$ cat src/rtl/mpmv_pkg.sv
// ----------------------------------------------------------------------------
// mpmv_pkg
// shared types and constants of the mixed precision matrix-vector engine
// ----------------------------------------------------------------------------
package mpmv_pkg;

    localparam int WsDepth = 16384;
    localparam int WsAw    = 14;

    typedef enum logic [1:0] {
        REQ_WEIGHT = 2'd0,
        REQ_ACT    = 2'd1,
        REQ_COMP   = 2'd2,
        REQ_NONE   = 2'd3
    } t_req;

    typedef enum logic [1:0] {
        MODE_I8I8 = 2'd0,
        MODE_I8I4 = 2'd1,
        MODE_I4I4 = 2'd2,
        MODE_BAD  = 2'd3
    } t_mode;

    localparam logic [1:0] CFG_MODE = 2'd0;
    localparam logic [1:0] CFG_IN   = 2'd1;
    localparam logic [1:0] CFG_OUT  = 2'd2;

    localparam logic [3:0] NIB_MASK = 4'h0F;

    typedef enum logic [1:0] {
        ST_IDLE = 2'd0,
        ST_RUN  = 2'd1,
        ST_WAIT = 2'd2
    } t_state;

    typedef struct packed {
        t_req        req;
        logic [13:0] addr;
        logic [7:0]  data;
    } t_cmd;

    function automatic logic signed [7:0] sx4(input logic [3:0] b);
        sx4 = {{4{b[3]}}, b};
    endfunction

endpackage

$ cat src/rtl/mpmv_front.sv
// ----------------------------------------------------------------------------
// mpmv_front
// input acceptance and a two entry command queue
// ----------------------------------------------------------------------------
module mpmv_front import mpmv_pkg::*; (
    input  logic        i_clk,
    input  logic        i_rst_n,
    input  logic        i_valid,
    output logic        o_stall,
    input  t_cmd        i_cmd,
    output logic        o_q_valid,
    output t_cmd        o_q_cmd,
    input  logic        i_q_pop
);
    t_cmd       r_q [2];
    logic [1:0] r_cnt, n_cnt;
    logic       push;

    assign o_stall   = (r_cnt == 2'd2);
    assign push      = i_valid && !o_stall;
    assign o_q_valid = (r_cnt != 2'd0);
    assign o_q_cmd   = r_q[0];

    always_comb begin
        n_cnt = r_cnt + 2'(push) - 2'(i_q_pop);
    end

    always_ff @(posedge i_clk) begin
        if (!i_rst_n) begin
            r_cnt <= 2'd0;
        end else begin
            r_cnt <= n_cnt;
        end
        if (i_q_pop) begin
            r_q[0] <= r_q[1];
        end
        if (push) begin
            if (r_cnt == 2'd0 || (r_cnt == 2'd1 && i_q_pop)) begin
                r_q[0] <= i_cmd;
            end else begin
                r_q[1] <= i_cmd;
            end
        end
    end

    a_no_pop_empty: assert property (@(posedge i_clk) disable iff (!i_rst_n)
        i_q_pop |-> r_cnt != 2'd0) else $error("pop on empty queue");
    a_cnt_max: assert property (@(posedge i_clk) disable iff (!i_rst_n)
        r_cnt != 2'd3) else $error("queue count overflow");
    a_full_stall: assert property (@(posedge i_clk) disable iff (!i_rst_n)
        (r_cnt == 2'd2 && !i_q_pop) |=> o_stall) else $error("full queue not stalled");
endmodule

$ cat config.mk
export PLATFORM = sky130hd
export DESIGN_NAME = mpmv_front
export DESIGN_NICKNAME = d
export VERILOG_FILES = /design/src/rtl/mpmv_pkg.sv /design/src/rtl/mpmv_front.sv
export SDC_FILE = /design/constraint.sdc
export NUM_CORES = 1
export LEC_CHECK = 0
export ABC_AREA = 1
export BUFFER_PORTS_ARGS = -buffer_cell sky130_fd_sc_hd__buf_2
export CAP_MARGIN = 20
export CORE_MARGIN = 3
export CORE_UTILIZATION = 40
export CTS_BUF_LIST = sky130_fd_sc_hd__clkbuf_8 sky130_fd_sc_hd__clkbuf_16
export DETAILED_ROUTE_END_ITERATION = 8
export GPL_TIMING_DRIVEN = 1
export PLACE_DENSITY = 0.66
export SYNTH_ARGS = -nofsm -noshare
export SYNTH_HDL_FRONTEND = slang
export SYNTH_SLANG_ARGS = --single-unit
$ cat constraint.sdc
create_clock -name i_clk -period 2.6 [get_ports i_clk]
set_clock_uncertainty 0.05 [all_clocks]
set_input_delay 0.52 -clock i_clk [delete_from_list [all_inputs] [get_ports i_clk]]
set_output_delay 0.52 -clock i_clk [all_outputs]
set_load 0.005 [all_outputs]
==> metrics.txt <==
vias per cell=4.282; nets=239; clock sinks=50; H-tree Lvls=2; Area after DPL=2344 um^2; pwr/cell area=752.6 nW/um^2; Post-Place Setup Slack=0.7296 ns; post-synth top area share=65.38%; Die Y=80.24 um; Max Transition Viols Final=0; Core Box Area=5205 um^2; pin slew with the least headroom to its limit=0.3331 ns; Row Count=26; Clk Tree Root Cell=clkbuf_8; Critical path origin=r_cnt[1]; # IOs=54; Max Cap Viol=0; Worst-path clk slew=0.09 ns; Synth Area per Inst=12.46 um^2; die outline width=80.24 um; clk_lat worst skew=0.30 ns; min-delay worst type=in -> reg; largest area contributor in the netlist=edfxtp_1; total CTS buffers=5; largest net degree at the start of global routing=27; vias in the first global route=1,180; Post-CTS Setup Inserts=0; first-pass GRT wire length=5.464 mm; status=finished clean; worst reg2reg startpoint=r_cnt[1]; DPL Wire Length=2.416 mm; Seq cells post-synth=50; port bufs=53; gpl congestion=0.6690; 1st-iter DRT viols=51; number of fill cells=502; ant diodes=0; sequential area share after synthesis=67.20%; Post-synth ARST share=0%; post-synthesis net count=207; final antenna-violating net count=0; fin crit share=64.30%; via count=1,199; Critical Path AT=1.83 ns; Initial DRT Pass Iterations=4; fmax=0.5982 GHz; hold buffers post-CTS=0; Worst VDD drop=0.0003197 V; cell with the most instances after synthesis=edfxtp_1; critical hold path startpoint=i_cmd[15]; setup slack after layout=0.9283 ns; Post-Synthesis Cells=177; Setup crit end kind=register; CTS tree=built; critical path class=reg -> reg; Slew Limit Headroom=77.56%; number of synthesized flops with an enable pin=48; Primary FF master, synth=edfxtp_1; largest cells by area after synthesis=edfxtp_1 (65%), buf_4 (9.2%), nand2_1 (7.3%), nand3_1 (5.7%), nand2_2 (2.8%); initial core utilization=42.36%; layout cells sized above 1=38.10%; drt wl/cell=12.06 um; Final Hold Fails=0; Pleak=0.001054 uW; Final Setup Violations=0; initial antenna violation count=0; total track usage=11.72%; Setup crit start kind=register; CTS resizes=0; Syn-to-layout area delta=10.39%; Period minus WS final=1.672 ns; top post-synthesis cells by count=edfxtp_1 (48), nand2_1 (43), buf_4 (27), nand3_1 (25), nand2_2 (10); GRT overflow=0; Worst EP required=2.75 ns; clk buf depth=2; Mapped Area=2205 um^2; crit-path max FO=5; setup TNS=0 ns; Power Total=1831 uW; DIE AREA=6438 um^2; Ys Warns=0; RSZ-0062 raised after global routing=false; Routed WL=3.376 mm; synth unique cells=17; fin area=2434 um^2; DR DRC count=0
worst max-delay path, stage by stage, from the launching register on:
cell	delay [ns]
dfxtp_1	0.36
inv_2	0.08
o21ai_0	0.30
ha_1	0.30
inv_1	0.06
ha_1	0.15
inv_1	0.04
nand2_1	0.06
nand3_1	0.08
nand2_1	0.06
nor2_1	0.04
through the flow:
stage / hold WS (ns) / cells / util, %
6_report: 0.3481 / 280 / 46.75
5_1_grt: 0.3377 / 280 / 46.75
4_1_cts: 0.3385 / 280 / 46.75
3_5_place_dp: 0.4476 / 272 / 45.02
3_3_place_gp: 0.4430 / 272 / 45.02
2_1_floorplan: 0.4374 / 177 / -
worst paths after layout:
check | end | slack, ns | cells after the start
hold / removal | r_q[0][39] | 0.35 | 1
setup reg to reg | r_cnt[1] | 0.93 | 10
setup / recovery | r_cnt[1] | 0.93 | 10
hold reg to reg | r_q[0][3] | 0.47 | 2
final cells by class:
type / count / area (um^2) / share of cell area, %
flip-flops and latches: 50 / 1481 / 60.87
multi-input cells: 89 / 460.4 / 18.92
repair buffers: 56 / 287.8 / 11.83
well taps: 70 / 87.58 / 3.599
clock buffers: 5 / 68.82 / 2.828
inverters: 7 / 26.28 / 1.080
clock inverters: 3 / 21.27 / 0.8740
report_power, final:
group / internal [uW] / switching, uW / total (uW)
Combinational: 129 / 207 / 336
Clock: 189 / 257 / 446
Sequential: 1020 / 29.7 / 1050
Total: 1340 / 493 / 1830
per-layer routing:
layer | vias up | wire (um) | GRT usage, %
met2 | 34 | 1687 | 19.21
li1 | 637 | - | -
met3 | 8 | 191 | 3.475
met4 | 0 | 94 | 7.095
met5 | - | 0 | 0
met1 | 520 | 1403 | 13.43
cells in the final DEF (no fill, tap or decap), types with 3 or more instances in the layout:
cell and instances:
buf_2 53, buf_4 3, clkbuf_8 5, edfxtp_1 48, inv_1 6, nand2_1 43, nand2_2 10, nand3_1 25
cell families after synthesis:
kind of cell               Yosys count  synth area share [%]
adders and majority gates            2                 1.135
buffers and inverters               38                 12.03
DFF                                 50                 67.20
and+or+nand+nor                     85                 19.18
AOI/OAI and AO/OA                    2                0.4536
state kept, by name, indices dropped and copies added (netlist names):
name / count
r_cnt: 2
r_q: 48
(Power assumes the default switching activity.)
